### config.mk
export PLATFORM = sky130hd
export DESIGN_NAME = length_prefixed_message_deframer
export DESIGN_NICKNAME = d
export VERILOG_FILES = /design/src/design/lpmd_pkg.sv /design/src/design/lpmd_parser.sv /design/src/design/length_prefixed_message_deframer.sv
export VERILOG_INCLUDE_DIRS = /design/src /design/src/design
export SDC_FILE = /design/constraint.sdc
export NUM_CORES = 1
export LEC_CHECK = 0
export BUFFER_PORTS_ARGS = -buffer_cell sky130_fd_sc_hd__buf_4
export CAP_MARGIN = 40
export CELL_PAD_IN_SITES_DETAIL_PLACEMENT = 1
export CELL_PAD_IN_SITES_GLOBAL_PLACEMENT = 1
export CORE_MARGIN = 8
export CORE_UTILIZATION = 44
export CTS_CLUSTER_DIAMETER = 30
export DETAILED_ROUTE_END_ITERATION = 10
export PLACE_DENSITY = 0.84
export SKIP_LAST_GASP = 1
export SLEW_MARGIN = 20
export SYNTH_ARGS = -nofsm -noshare
export SYNTH_HDL_FRONTEND = slang
export SYNTH_HIERARCHICAL = 1
export SYNTH_SLANG_ARGS = --single-unit
export TNS_END_PERCENT = 1
### constraint.sdc
create_clock -name clk_i -period 9.15 [get_ports clk_i]
set_clock_uncertainty 0.1 [all_clocks]
set_input_delay 1.3725 -clock clk_i [delete_from_list [all_inputs] [get_ports clk_i]]
set_output_delay 1.3725 -clock clk_i [all_outputs]
set_load 0.005 [all_outputs]
### src/design/assert_macros.svh
// ----------------------------------------------------------------------------
// Assertion macros
// Shared concurrent assertion shorthands for the deframer RTL.
// ----------------------------------------------------------------------------
`ifndef ASSERT_MACROS_SVH
`define ASSERT_MACROS_SVH

// Same-cycle implication, disabled while reset is asserted
`define ASSERT_IMPLY(lbl, clk, rst_n, ante, cons) \
  lbl: assert property (@(posedge clk) disable iff (!rst_n) (ante) |-> (cons)) \
    else $error("same-cycle implication failed");

// Next-cycle implication, disabled while reset is asserted
`define ASSERT_NEXT(lbl, clk, rst_n, ante, cons) \
  lbl: assert property (@(posedge clk) disable iff (!rst_n) (ante) |=> (cons)) \
    else $error("next-cycle implication failed");

`endif

### src/design/lpmd_pkg.sv
// ----------------------------------------------------------------------------
// lpmd_pkg
// Types and constants shared by the length-prefixed message deframer.
// ----------------------------------------------------------------------------
`default_nettype none

package lpmd_pkg;

  // Header geometry: count and length headers are 4 bytes, little-endian
  localparam int unsigned HdrBytes  = 4;
  localparam int unsigned HdrIdxW   = $clog2(HdrBytes);
  localparam int unsigned HdrShiftW = (HdrBytes - 1) * 8;
  localparam logic [HdrIdxW-1:0] HdrLastIdx = HdrIdxW'(HdrBytes - 1);

  // Limit register reset value
  localparam logic [31:0] MaxBytesReset = 32'hFFFF_FFFF;

  // Byte counter saturates at its all-ones value
  localparam int unsigned TotalW = 33;

  // Result kinds
  typedef enum logic [1:0] {
    KIND_DATA        = 2'd0,
    KIND_EMPTY_FRAME = 2'd1,
    KIND_EMPTY_MSG   = 2'd2,
    KIND_LEN_ERROR   = 2'd3
  } lpmd_kind_e;

  // Parser phases, one-hot
  typedef enum logic [2:0] {
    PH_COUNT   = 3'b001,
    PH_LENGTH  = 3'b010,
    PH_PAYLOAD = 3'b100
  } lpmd_phase_e;

  // One result item
  typedef struct packed {
    lpmd_kind_e  kind;
    logic [7:0]  data_byte;
    logic [31:0] frame_number;
    logic        end_of_frame;
    logic        end_of_message;
  } lpmd_result_t;

endpackage

`default_nettype wire

### src/design/lpmd_parser.sv
// ----------------------------------------------------------------------------
// lpmd_parser
// Message parsing state: header assembly, frame and payload counters and the
// size limit check. Produces at most one result per byte, combinationally.
// ----------------------------------------------------------------------------
`default_nettype none

module lpmd_parser (
  input  wire logic                clk_i,
  input  wire logic                rst_ni,
  input  wire logic                step_i,       // consume byte_i this cycle
  input  wire logic [7:0]          byte_i,
  input  wire logic [31:0]         max_bytes_i,
  output logic                     res_valid_o,
  output lpmd_pkg::lpmd_result_t   res_o
);

  lpmd_pkg::lpmd_phase_e                  phase_q, phase_d;
  logic [lpmd_pkg::HdrIdxW-1:0]           hdr_idx_q, hdr_idx_d;
  logic [lpmd_pkg::HdrShiftW-1:0]         hdr_shift_q, hdr_shift_d;
  logic [31:0]                            frames_rem_q, frames_rem_d;
  logic [31:0]                            cur_frame_q, cur_frame_d;
  logic [31:0]                            pay_rem_q, pay_rem_d;
  logic [lpmd_pkg::TotalW-1:0]            total_q, total_d;

  logic [lpmd_pkg::TotalW-1:0]            total_inc;
  logic [31:0]                            hdr_value;
  logic [31:0]                            frames_dec;
  logic [lpmd_pkg::TotalW:0]              size_sum;
  logic                                   over_limit;
  logic                                   hdr_done;
  logic                                   last_frame;

  // Saturating byte count including the current byte
  assign total_inc = (&total_q) ? total_q : total_q + lpmd_pkg::TotalW'(1);

  // Completed header value: three stored bytes plus the incoming top byte
  assign hdr_value = {byte_i, hdr_shift_q};
  assign hdr_done  = (hdr_idx_q == lpmd_pkg::HdrLastIdx);

  // Limit check: count so far plus announced length
  assign size_sum   = {1'b0, total_inc} + (lpmd_pkg::TotalW + 1)'(hdr_value);
  assign over_limit = size_sum > (lpmd_pkg::TotalW + 1)'(max_bytes_i);

  assign frames_dec = (frames_rem_q != '0) ? frames_rem_q - 32'd1 : '0;
  assign last_frame = (frames_rem_q == '0);

  // Next-state and result decode
  always_comb begin
    phase_d      = phase_q;
    hdr_idx_d    = hdr_idx_q;
    hdr_shift_d  = hdr_shift_q;
    frames_rem_d = frames_rem_q;
    cur_frame_d  = cur_frame_q;
    pay_rem_d    = pay_rem_q;
    total_d      = total_inc;
    res_valid_o  = 1'b0;
    res_o        = '{kind: lpmd_pkg::KIND_DATA, data_byte: '0, frame_number: '0,
                     end_of_frame: 1'b0, end_of_message: 1'b0};

    unique case (phase_q)
      lpmd_pkg::PH_PAYLOAD: begin
        res_valid_o           = 1'b1;
        res_o.data_byte       = byte_i;
        res_o.frame_number    = cur_frame_q;
        pay_rem_d             = pay_rem_q - 32'd1;
        if (pay_rem_q == 32'd1) begin
          res_o.end_of_frame   = 1'b1;
          res_o.end_of_message = last_frame;
          // frame done: next frame length or new message
          if (last_frame) begin
            phase_d      = lpmd_pkg::PH_COUNT;
            frames_rem_d = '0;
            cur_frame_d  = '0;
            pay_rem_d    = '0;
            total_d      = '0;
          end else begin
            phase_d     = lpmd_pkg::PH_LENGTH;
            cur_frame_d = cur_frame_q + 32'd1;
          end
          hdr_idx_d   = '0;
          hdr_shift_d = '0;
        end
      end

      lpmd_pkg::PH_LENGTH: begin
        if (!hdr_done) begin
          hdr_shift_d[hdr_idx_q*8 +: 8] = byte_i;
          hdr_idx_d = hdr_idx_q + lpmd_pkg::HdrIdxW'(1);
        end else begin
          hdr_idx_d   = '0;
          hdr_shift_d = '0;
          res_o.frame_number = cur_frame_q;
          if (over_limit) begin
            // size error ends the message
            res_valid_o          = 1'b1;
            res_o.kind           = lpmd_pkg::KIND_LEN_ERROR;
            res_o.end_of_message = 1'b1;
            phase_d      = lpmd_pkg::PH_COUNT;
            frames_rem_d = '0;
            cur_frame_d  = '0;
            pay_rem_d    = '0;
            total_d      = '0;
          end else if (hdr_value == '0) begin
            // empty frame marker
            res_valid_o          = 1'b1;
            res_o.kind           = lpmd_pkg::KIND_EMPTY_FRAME;
            res_o.end_of_frame   = 1'b1;
            res_o.end_of_message = (frames_dec == '0);
            if (frames_dec == '0) begin
              phase_d      = lpmd_pkg::PH_COUNT;
              frames_rem_d = '0;
              cur_frame_d  = '0;
              pay_rem_d    = '0;
              total_d      = '0;
            end else begin
              frames_rem_d = frames_dec;
              cur_frame_d  = cur_frame_q + 32'd1;
            end
          end else begin
            frames_rem_d = frames_dec;
            pay_rem_d    = hdr_value;
            phase_d      = lpmd_pkg::PH_PAYLOAD;
          end
        end
      end

      lpmd_pkg::PH_COUNT: begin
        if (!hdr_done) begin
          hdr_shift_d[hdr_idx_q*8 +: 8] = byte_i;
          hdr_idx_d = hdr_idx_q + lpmd_pkg::HdrIdxW'(1);
        end else begin
          hdr_idx_d   = '0;
          hdr_shift_d = '0;
          if (hdr_value == '0) begin
            // empty message marker
            res_valid_o          = 1'b1;
            res_o.kind           = lpmd_pkg::KIND_EMPTY_MSG;
            res_o.end_of_message = 1'b1;
            frames_rem_d = '0;
            cur_frame_d  = '0;
            pay_rem_d    = '0;
            total_d      = '0;
          end else begin
            frames_rem_d = hdr_value;
            cur_frame_d  = '0;
            phase_d      = lpmd_pkg::PH_LENGTH;
          end
        end
      end

      default: begin
        // unreachable code: restart on a clean message
        phase_d      = lpmd_pkg::PH_COUNT;
        hdr_idx_d    = '0;
        hdr_shift_d  = '0;
        frames_rem_d = '0;
        cur_frame_d  = '0;
        pay_rem_d    = '0;
        total_d      = '0;
      end
    endcase
  end

  // State registers
  always_ff @(posedge clk_i or negedge rst_ni) begin
    if (!rst_ni) begin
      phase_q      <= lpmd_pkg::PH_COUNT;
      hdr_idx_q    <= '0;
      hdr_shift_q  <= '0;
      frames_rem_q <= '0;
      cur_frame_q  <= '0;
      pay_rem_q    <= '0;
      total_q      <= '0;
    end else if (step_i) begin
      phase_q      <= phase_d;
      hdr_idx_q    <= hdr_idx_d;
      hdr_shift_q  <= hdr_shift_d;
      frames_rem_q <= frames_rem_d;
      cur_frame_q  <= cur_frame_d;
      pay_rem_q    <= pay_rem_d;
      total_q      <= total_d;
    end
  end

endmodule

`default_nettype wire

### src/design/length_prefixed_message_deframer.sv
// Flow: a byte request accepted into the input register is parsed when the output
//   stage can advance, which loads its result into the output register.
// Throughput: one byte per cycle unless back-pressure stalls; the input and output
//   registers each advance whenever the downstream side is free or taking its request.
// Reset: asynchronous, active low; parser returns to reading a frame count and
//   the size limit returns to 0xFFFFFFFF.
// ----------------------------------------------------------------------------
// length_prefixed_message_deframer
// Splits a byte stream of count/length-prefixed messages into data bytes and
// marker results with frame index and end marks, enforcing a size limit.
// ----------------------------------------------------------------------------
`default_nettype none

`include "assert_macros.svh"

module length_prefixed_message_deframer (
  input  wire logic        clk_i,
  input  wire logic        rst_ni,

  // limit register write
  input  wire logic        cfg_wr_en_i,
  input  wire logic [31:0] cfg_wr_data_i,    // max_message_bytes

  // byte stream in
  input  wire logic        s_axis_tvalid,
  output logic             s_axis_tready,
  input  wire logic [7:0]  s_axis_tdata,     // [7:0] stream_byte

  // results out
  output logic             m_axis_tvalid,
  input  wire logic        m_axis_tready,
  output logic [39:0]      m_axis_tdata,     // [7:0] data_byte, [39:8] frame_number
  output logic             m_axis_tlast,     // end_of_frame
  output logic [2:0]       m_axis_tuser      // [1:0] kind, [2] end_of_message
);

  logic [31:0]            max_bytes_q;
  logic                   in_valid_q, in_valid_d;
  logic [7:0]             in_byte_q;
  logic                   out_valid_q, out_valid_d;
  lpmd_pkg::lpmd_result_t out_q;

  logic                   advance;
  logic                   step;
  logic                   res_valid;
  lpmd_pkg::lpmd_result_t res;

  // Limit register
  always_ff @(posedge clk_i or negedge rst_ni) begin
    if (!rst_ni) begin
      max_bytes_q <= lpmd_pkg::MaxBytesReset;
    end else if (cfg_wr_en_i) begin
      max_bytes_q <= cfg_wr_data_i;
    end
  end

  // Pipeline flow: output stage free or draining lets the input stage move
  assign advance       = !out_valid_q || m_axis_tready;
  assign step          = in_valid_q && advance;
  assign s_axis_tready = !in_valid_q || advance;

  assign in_valid_d  = (s_axis_tvalid && s_axis_tready) ? 1'b1 :
                       (advance ? 1'b0 : in_valid_q);
  assign out_valid_d = advance ? (step && res_valid) : out_valid_q;

  // Input register
  always_ff @(posedge clk_i or negedge rst_ni) begin
    if (!rst_ni) begin
      in_valid_q <= 1'b0;
    end else begin
      in_valid_q <= in_valid_d;
    end
  end

  always_ff @(posedge clk_i) begin
    if (s_axis_tvalid && s_axis_tready) begin
      in_byte_q <= s_axis_tdata;
    end
  end

  lpmd_parser u_parser (
    .clk_i       (clk_i),
    .rst_ni      (rst_ni),
    .step_i      (step),
    .byte_i      (in_byte_q),
    .max_bytes_i (max_bytes_q),
    .res_valid_o (res_valid),
    .res_o       (res)
  );

  // Result register
  always_ff @(posedge clk_i or negedge rst_ni) begin
    if (!rst_ni) begin
      out_valid_q <= 1'b0;
    end else begin
      out_valid_q <= out_valid_d;
    end
  end

  always_ff @(posedge clk_i) begin
    if (step && res_valid) begin
      out_q <= res;
    end
  end

  assign m_axis_tvalid = out_valid_q;
  assign m_axis_tdata  = {out_q.frame_number, out_q.data_byte};
  assign m_axis_tlast  = out_q.end_of_frame;
  assign m_axis_tuser  = {out_q.end_of_message, out_q.kind};

  // Checks
  `ASSERT_IMPLY(a_marker_no_data, clk_i, rst_ni,
    m_axis_tvalid && (out_q.kind != lpmd_pkg::KIND_DATA), out_q.data_byte == 8'd0)
  `ASSERT_IMPLY(a_error_ends_msg, clk_i, rst_ni,
    m_axis_tvalid && (out_q.kind == lpmd_pkg::KIND_LEN_ERROR),
    out_q.end_of_message && !out_q.end_of_frame)
  `ASSERT_IMPLY(a_empty_msg_frame0, clk_i, rst_ni,
    m_axis_tvalid && (out_q.kind == lpmd_pkg::KIND_EMPTY_MSG),
    (out_q.frame_number == 32'd0) && out_q.end_of_message)
  `ASSERT_NEXT(a_result_lands, clk_i, rst_ni, step && res_valid, m_axis_tvalid)

endmodule

`default_nettype wire

* Yosys cells after proc, flatten, opt, wreduce, memory -nomap -nowiden
Index checks and enable logic that the tools add are counted. W data, S select, Z words.
Cells by class: add/sub/neg operators 7, multipliers 0, divide/modulo/power cells 0, $lt $le $gt $ge 1, equal/unequal tests 13, shifts and indexed selects 2, mux-type cells 73, bitwise gates (word level) 0, reductions and logical operators 19
Operators with widths (count):
- $mux W32 | 24
- $mux W33 | 9
- $pmux W32 S3 | 3
- $pmux W33 S3 | 1
- $logic_not A32 Y1 | 3
- $pmux W33 S2 | 1
- $sub A32 B1 Y32 const B | 2
- $mux W24 | 2
- $pmux W24 S2 | 1
- $add A33 B32 Y34 | 1
- $gt A34 B32 Y1 | 1
- $mux W34 | 1
- $neg A5 Y34 | 1
- $shift A8 B34 Y24 const A | 1
- $shiftx A8 B34 Y24 | 1
- $add A33 B1 Y33 const B | 1
- $reduce_and A33 Y1 | 1
- $add A32 B1 Y32 const B | 1
- $eq A32 B1 Y1 const B | 1
- $reduce_bool A32 Y1 | 1
- $bwmux W24 | 1
- $mux W3 | 7
- $mux W2 | 9
- $reduce_and A5 Y1 | 3
- 20 further kinds | 38
Word-level totals: register bits 244, bits in latches 0, RAM bits 0, memory bits (read-only) 0, input bits 45, output and inout bits 46, logic and storage cells 131, memories 0

* Logic depth before layout (Yosys ltp)
Gate-level depths: netlist (run 1).
depth after elaboration 8, gate-level depth with buffers 34, gate-level depth less buffers 31

* Modules after synthesis
Netlist (run 1), hierarchy kept.
By module, submodules not included:
- lpmd_parser | times used 1, cells an instance 1682, area an instance 13285.2 µm², seq. area each 3955.0 µm²
- length_prefixed_message_deframer | times used 1, cells an instance 130, area an instance 3042.9 µm², seq. area each 2452.4 µm²

* Least setup slack after synthesis (run 1)
OpenSTA, ideal clock, no wires.
kind flip-flop to flip-flop, start point reg u_parser/total_q[4] in the netlist's numbering, end point reg out_q, in the netlist m_axis_tdata[0] (enable), library setup time 451 ps, data arrival time 7926 ps, data required time 8599 ps, slack 673 ps, stages on the path, launching flop included 30, path buffers 3, period minus slack after synthesis 8477 ps, cells stage by stage dfrtp_1 buf_4 nand4_2 nor4_4 nand4_1 and3_1 clkbuf_1 and3_1 clkbuf_1 and3_1 xnor2_1 inv_1 ha_1 a21o_1 a2111o_1 o211ai_1 o21ai_0 a31oi_1 o21bai_1 xor2_1 ha_1 nand4_1 or4_1 a311oi_1 o31ai_1 o21ai_0 o21a_1 or3b_1 nand2_1 nor2b_1
Between the ends: cells in the longest elaborated chain, start to end 8, elaborated cells on any way between the ends 9, those cells by class 2 x add/sub; 1 x order compare; 4 x mux; 2 x reduce/logical
RTL lines:
- start, declared | line lpmd_parser.sv:24 | logic [lpmd_pkg::TotalW-1:0] total_q, total_d;
- start signal, assigned | line lpmd_parser.sv:182 | total_q <= total_d;
- $add A33 B1 Y33 / $reduce_and A33 Y1 (equally long branches) | line lpmd_parser.sv:35 | assign total_inc = (&total_q) ? total_q : total_q + lpmd_pkg::TotalW'(1);
- $mux W33 * | line lpmd_parser.sv:35
- $add A33 B32 Y34 * | line lpmd_parser.sv:42 | assign size_sum = {1'b0, total_inc} + (lpmd_pkg::TotalW + 1)'(hdr_value);
- $gt A34 B32 Y1 * | line lpmd_parser.sv:43 | assign over_limit = size_sum > (lpmd_pkg::TotalW + 1)'(max_bytes_i);
- $mux W1 * | line lpmd_parser.sv:94 | if (over_limit) begin
- $mux W1 * | line lpmd_parser.sv:87 | if (!hdr_done) begin
- $pmux W1 S3 * | line lpmd_parser.sv:61 | unique case (phase_q)
- net res_valid | line length_prefixed_message_deframer.sv:45 | logic res_valid;
- $logic_and A1 B1 Y1 * | line length_prefixed_message_deframer.sv:101 | if (step && res_valid) begin
- end signal, assigned | line length_prefixed_message_deframer.sv:102 | out_q <= res;
- end, declared | line length_prefixed_message_deframer.sv:41 | lpmd_pkg::lpmd_result_t out_q;
Mark *: on every way through the listed nets, which the timed path passes. The rest lies on a longest branch. A chain may end at the register's enable or synchronous reset.

* Worst setup path after layout (run 1)
start point reg u_parser/total_q[4] in the netlist's numbering, end point reg u_parser.cur_frame_q[13]
Between the ends: cells in the longest elaborated chain, start to end 7, elaborated cells on any way between the ends 10, those cells by class 2 x add/sub; 1 x order compare; 1 x eq/ne; 4 x mux; 2 x reduce/logical
RTL lines:
- $add A33 B1 Y33 / $reduce_and A33 Y1 (equally long branches) | line lpmd_parser.sv:35
- $mux W33 * | line lpmd_parser.sv:35
- $add A33 B32 Y34 * | line lpmd_parser.sv:42
- $gt A34 B32 Y1 * | line lpmd_parser.sv:43
- $mux W32 | line lpmd_parser.sv:94
- $mux W32 | line lpmd_parser.sv:87
- $pmux W32 S3 | line lpmd_parser.sv:61
- end signal, assigned | line lpmd_parser.sv:180 | cur_frame_q <= cur_frame_d;
- end, declared | line lpmd_parser.sv:22 | logic [31:0] cur_frame_q, cur_frame_d;
Mark *: on every way between the ends. The rest lies on a longest branch, timed or not. The select of a mux whose other input is x is not followed.

==> impl_metrics.toml, run 1 <==
[critical_path]
end_kind = "flip-flop"
critPathCapture = "u_parser/cur_frame_q[13]"
r2r-start = "u_parser/total_q[4]"
critPathArrivalTime_ps = 9190
reg2reg_to = "u_parser/cur_frame_q[13]"
crit_type = "flip-flop to flip-flop"
path_max_fanout = 25
cp_slowest_stage_delay_ps = 610
required_ps = 9550
start_kind = "flip-flop"
cp-startpoint = "u_parser/total_q[4]"
worstRegToRegCells = 29
crit_slowest_cell = "or4_1"
reg2reg_slack_ps = 360
path_common_cell = "nand4_1"

[finish]
seq_area_um2 = 6407
layout.nets = 2026
fillCellCount = 4123
layout-drive-gt1-share = 0.1782
syn2layout_area_growth_pct = 21.32
final_common_cell = "o21ai_0"
final_cell_mix = "o21ai_0 (164), dfrtp_1 (159), nand2_1 (158), buf_4 (109), a21oi_1 (108)"
antennaDiodeCount = 0
multi_input_area_um2 = 9099
final_util = 0.5411

[sta]
min_period_ps = 8788
max_freq_mhz = 113.8
setup_tns_ps = 0
finalSetupViolCount = 0
slew_viol_final = 0
rsz0062_at_grt = "yes"
finalHoldViolCount = 0
period_share = 0.9605
worstMarginPinSlew_ps = 880.2
relSlewSlack = 0.3980

[clock_network]
cts_sinks = 244
insertion_delay_ps = 600
cts_made_buffers = 67
cts-resized-gates = 0
clock_path_buffers = 3
cts_root_buf = "clkbuf_16"
cts_setup_buffers = 0
cts_hold_buf = 0
cts_tree = "built"
htree_levels = 3
cts.clk_slew.worst_paths_ps = 50

[synth]
synth_simple_gate_area_frac = 0.2260
synthTopCellsByArea = "dfrtp_1 (24%), edfxtp_1 (9.6%), ha_1 (5.7%)"
synthCells = 1812
synthesis.area_um2 = 16330
async_reset_ff_frac = 0.7869
ys_seq_area_frac = 0.3924
muxShareOfSynthArea = 0.03824
synth_compound_area_frac = 0.1979
ys_warn_count = 6
synth_cell_types = 98
synth_top_family_by_area = "simple AND/OR/NAND/NOR gates"
synth_top_area_cell = "dfrtp_1"
synth.avg_cell_area_um2 = 9.011
synth_adder_area_share = 0.05793
synth-edff-count = 52
synth_fp_nets = 1932
synth_xor_area_frac = 0.03540
yosysTopAreaCellShare = 0.2437
synth_flop_cell = "dfrtp_1"
ys_ff_latch = 244

[pwr]
power_density_nw_per_um2 = 391.0
leakage_nw = 8.447
ir_worst_vdd_uv = 190.1

[global_route]
grt_max_degree = 67
grt_pass1_wl_um = 93290
antenna_found_initial = 0
grt_pass1_vias = 16326
overflow = 0
grt_use_total = 0.2667

[die]
coreArea_um2 = 36610
die_h_um = 208.6
die_area_um2 = 43530
num_rows = 70
die_w_um = 208.6
ios = 91
start_util = 0.4460

[detailed_routing]
drtIter0Drc = 1311
viasPerCell = 6.403
remaining_drc_errors = 0
firstDrtPassIters = 5
drt-total-wl_um = 59970
ant_nets = 0
vias = 15541
post_drt_wl_per_cell_um = 24.71

[min_path]
hold_path_class = "flip-flop to flip-flop"
min_from = "u_parser/pay_rem_q[7]"

[run]
cap_viol_max_count = 0

[placed_design]
numPortBuffers = 90
place_congestion = 0.9205
hpwl_um = 38620

[status]
status = "completed"
## cell type report
cell class | instances | share of cell area
clock inverters | 36 | 0.02476
repair buffers | 123 | 0.05148
clock buffers | 86 | 0.09342
multi-input cells | 1375 | 0.4593
well taps | 468 | 0.02956
inverters | 95 | 0.01800
flip-flops and latches | 244 | 0.3235
## cell usage after synthesis (all sizes together) (39+ instances only)
cell,number
ha,74
clkbuf,62
a21oi,112
nor2,109
dfrtp,159
nand3,57
o21ai,187
and3,41
nand2,160
xnor2,58
inv,95
nand4,44
nor3,50
edfxtp,52
nor2b,39
## worst min path at each step
stage                                        end  slack (ps)  cells past startpoint
after CTS                  u_parser/pay_rem_q[7]         410                      2
after global routing      u_parser/pay_rem_q[31]         450                      2
after floorplan           u_parser/pay_rem_q[25]         370                      2
final                      u_parser/pay_rem_q[7]         410                      2
after detailed placement   u_parser/pay_rem_q[7]         400                      2
after global placement    u_parser/pay_rem_q[31]         390                      2
## state kept, by name, indices dropped and copies added, names as in the netlist
name and cells:
u_parser/total_q 33, u_parser/hdr_idx_q 2, u_parser/cur_frame_q 32, u_parser/phase_q 3, m_axis_tvalid 1, u_parser/pay_rem_q 32, m_axis_tuser 3, max_bytes_q 32
m_axis_tlast 1, in_byte_q 8, m_axis_tdata 40, u_parser/hdr_shift_q 24, u_parser/frames_rem_q 32, in_valid_q 1
## layer usage
metal	routed length [µm]	vias to the layer above	GRT usage
li1	-	6878	-
met1	23400	7757	0.3197
met2	28920	712	0.4423
met3	4362	194	0.05537
met4	3288	0	0.1529
met5	0	-	0
## through the flow
| stage | cell area (µm²) | hold WS [ps] | total power, W | cells | worst slack, ps |
|---|---|---|---|---|---|
| final | 19810 | 408.7 | 0.007745 | 2427 | 361.6 |
| after global routing | 19810 | 451.0 | 0.008138 | 2427 | -120.3 |
| after CTS | 19760 | 411.4 | 0.007650 | 2423 | 279.9 |
| after detailed placement | 17420 | 403.2 | 0.005083 | 2301 | 570.6 |
| after global placement | 17270 | 392.5 | 0.004903 | 2291 | 1060 |
| after floorplan | 16330 | 366.3 | 0.004100 | 1812 | 672.9 |
## logic make-up (layout without fill, tap and decap cells)
group           count (synthesis)  count (layout)
buf+inv                       193             340
compound gates                507             507
mux                            46              46
flops                         244             244
fa+ha+maj                      75              75
xor+xnor                       66              66
simple gates                  681             681
## critical path, delay by kind of cell, from the launching register on
family,cells,cell delay [ps]
simple gates,13,4570
compound gates,10,2260
fa+ha+maj,2,730
flops,1,460
xor+xnor,2,310
buf+inv,2,260
## where the power goes
part | total, W | leakage [nW] | internal [W] | switching (W)
Combinational | 0.00363 | 4.40 | 0.00123 | 0.00240
Clock | 0.00246 | 1.13 | 0.00171 | 0.000751
Sequential | 0.00166 | 2.91 | 0.00132 | 0.000342
(Power assumes the default switching activity.)
==> run 2, diff against run 1 <==
--- a/config.mk
+++ b/config.mk
@@ -11,14 +11,13 @@
 export CELL_PAD_IN_SITES_DETAIL_PLACEMENT = 1
 export CELL_PAD_IN_SITES_GLOBAL_PLACEMENT = 1
 export CORE_MARGIN = 8
-export CORE_UTILIZATION = 44
+export CORE_UTILIZATION = 43
 export CTS_CLUSTER_DIAMETER = 30
 export DETAILED_ROUTE_END_ITERATION = 10
-export PLACE_DENSITY = 0.84
+export PLACE_DENSITY = 0.83
 export SKIP_LAST_GASP = 1
 export SLEW_MARGIN = 20
 export SYNTH_ARGS = -nofsm -noshare
 export SYNTH_HDL_FRONTEND = slang
-export SYNTH_HIERARCHICAL = 1
 export SYNTH_SLANG_ARGS = --single-unit
 export TNS_END_PERCENT = 1
==> impl_metrics.toml, run 2 <==
[detailed_routing]
post_drt_wl_per_cell_um = 22.53
vias = 14018
drtIter0Drc = 870
firstDrtPassIters = 5
drt-total-wl_um = 51280
ant_nets = 0
remaining_drc_errors = 0
viasPerCell = 6.159

[synth]
synthCells = 1673
synth_cell_types = 87
synth_fp_nets = 1793
synthTopCellsByArea = "dfrtp_1 (26%), edfxtp_1 (10%), ha_1 (6.1%)"
synth_flop_cell = "dfrtp_1"
synth_top_area_cell = "dfrtp_1"
ys_ff_latch = 244
synth.avg_cell_area_um2 = 9.022
ys_warn_count = 0
synth.most_common_cell = "nand2_1"
synthesis.area_um2 = 15090
synth-edff-count = 52
yosysTopAreaCellShare = 0.2636
ys_seq_area_frac = 0.4245
async_reset_ff_frac = 0.7869
ys_top_cells_by_count = "nand2_1 (167), dfrtp_1 (159), nor2_1 (144), o21ai_0 (143), a21oi_1 (85)"

[sta]
post-route-worst-setup-slack_ps = 582.2
slew_viol_final = 0
rsz0062_at_grt = "no"
period_share = 0.9364
setup_tns_ps = 0
min_period_ps = 8568
finalSetupViolCount = 0
max_freq_mhz = 116.7
finalHoldViolCount = 0
relSlewSlack = 0.4049
worstMarginPinSlew_ps = 884.6

[finish]
final_cell_mix = "nand2_1 (167), dfrtp_1 (159), nor2_1 (144), o21ai_0 (142), buf_4 (108)"
syn2layout_area_growth_pct = 22.33
layout.nets = 1889
layout-drive-gt1-share = 0.1653
largest_reg_flops = 40
fillCellCount = 3957
stdcell_count = 2276
fin_area_um2 = 18460
final_common_cell = "nand2_1"
antennaDiodeCount = 0

[placed_design]
place_area_um2 = 16250
place_congestion = 0.8734
pre_cts_ws_ps = 474.8
placed_cells = 2159
numPortBuffers = 90
hpwl_um = 33700

[global_route]
overflow = 0
grt_pass1_vias = 15060
grt_max_degree = 64
grt_use_total = 0.2452
antenna_found_initial = 0
grt_pass1_wl_um = 82170

[status]
status = "completed"

[clock_network]
htree_levels = 2
cts_sinks = 244
cts.clk_slew.worst_paths_ps = 40
cts_tree = "built"
cts_setup_buffers = 0
cts_made_buffers = 60
clock_path_buffers = 3
insertion_delay_ps = 650
cts_root_buf = "clkbuf_16"

[pwr]
leakage_nw = 8.174
finalPower_w = 0.005563
ir_worst_vdd_uv = 186.2
power_density_nw_per_um2 = 301.3

[die]
ios = 91
coreArea_um2 = 34540
die_area_um2 = 41350
die_h_um = 203.4
start_util = 0.4369
die_w_um = 203.4
num_rows = 68

[min_path]
hold_path_class = "flip-flop to flip-flop"
min_from = "max_bytes_q[7]"

[critical_path]
critPathArrivalTime_ps = 9020
end_kind = "flip-flop"
cp_slowest_stage_delay_ps = 770
start_kind = "flip-flop"
required_ps = 9600
crit_slowest_cell = "nor4_1"
crit_type = "flip-flop to flip-flop"
cp-startpoint = "u_parser.total_q[0]"
r2r-start = "u_parser.total_q[0]"
path_max_fanout = 16

[run]
cap_viol_max_count = 0
## run 2: layout make-up
class                   count  area (µm²)  share of cell area
flip-flops and latches    244        6407              0.3470
repair buffers            115       933.4             0.05055
multi-input cells        1280        8139              0.4408
clock buffers              86        1780             0.09643
well taps                 455       569.3             0.03083
clock inverters            28       379.1             0.02053
inverters                  68       255.2             0.01382
## run 2: critical path, delay by kind of cell (launching register included)
family,cells,cell delay (ps)
AND/OR/NAND/NOR,16,4880
AO/OA/AOI/OAI,8,2040
adder cells (fa/ha/maj),3,820
flip-flops,1,410
XOR/XNOR,2,290
## run 2: per-layer routing
metal  track usage  wire length [µm]  vias to the layer above
met1        0.2940             20770                     7100
met4        0.1233              2254                        0
met5             0                 0                        -
met2        0.4159             25380                      450
li1              -                 -                     6305
met3       0.04808              2884                      163
## run 2: stage by stage
stage          utilization  hold WS, ps
2_1_floorplan            -        364.7
3_3_place_gp        0.4691        388.7
3_5_place_dp        0.4703        402.1
4_1_cts             0.5329        413.2
5_1_grt             0.5345        430.3
6_report            0.5345        408.7
## run 2: report_power, final
group          switching, W  leakage [nW]  total (W)  internal [W]
Sequential         0.000231          3.02    0.00150       0.00127
Clock              0.000715          1.05    0.00221       0.00150
Combinational       0.00126          4.11    0.00185      0.000591
Total               0.00221          8.17    0.00556       0.00335
## run 2: final timing paths
path	to	slack (ps)	cells after the start
worst max-delay path	u_parser.frames_rem_q[29]	580	29
worst min register to register	max_bytes_q[7]	410	2
max in group asynchronous	u_parser.phase_q[0]	7060	3
min in group asynchronous	u_parser.pay_rem_q[4]	650	1
worst max register to register	u_parser.frames_rem_q[29]	580	29
worst min-delay path	max_bytes_q[7]	410	2
## run 2: cell families after synthesis
kind of cell	count (synthesis)	synth area share
compound gates	443	0.1925
xor+xnor	90	0.05272
fa+ha+maj	75	0.06267
buf+inv	149	0.03904
flops	244	0.4245
mux	8	0.005720
simple gates	664	0.2228
## run 2: what timing repair did
action                                  CTS  global route
hold endpoints to repair                  0             0
resized for setup                         0             2
hold buffers                              0             0
endpoints found under the setup margin    0            55
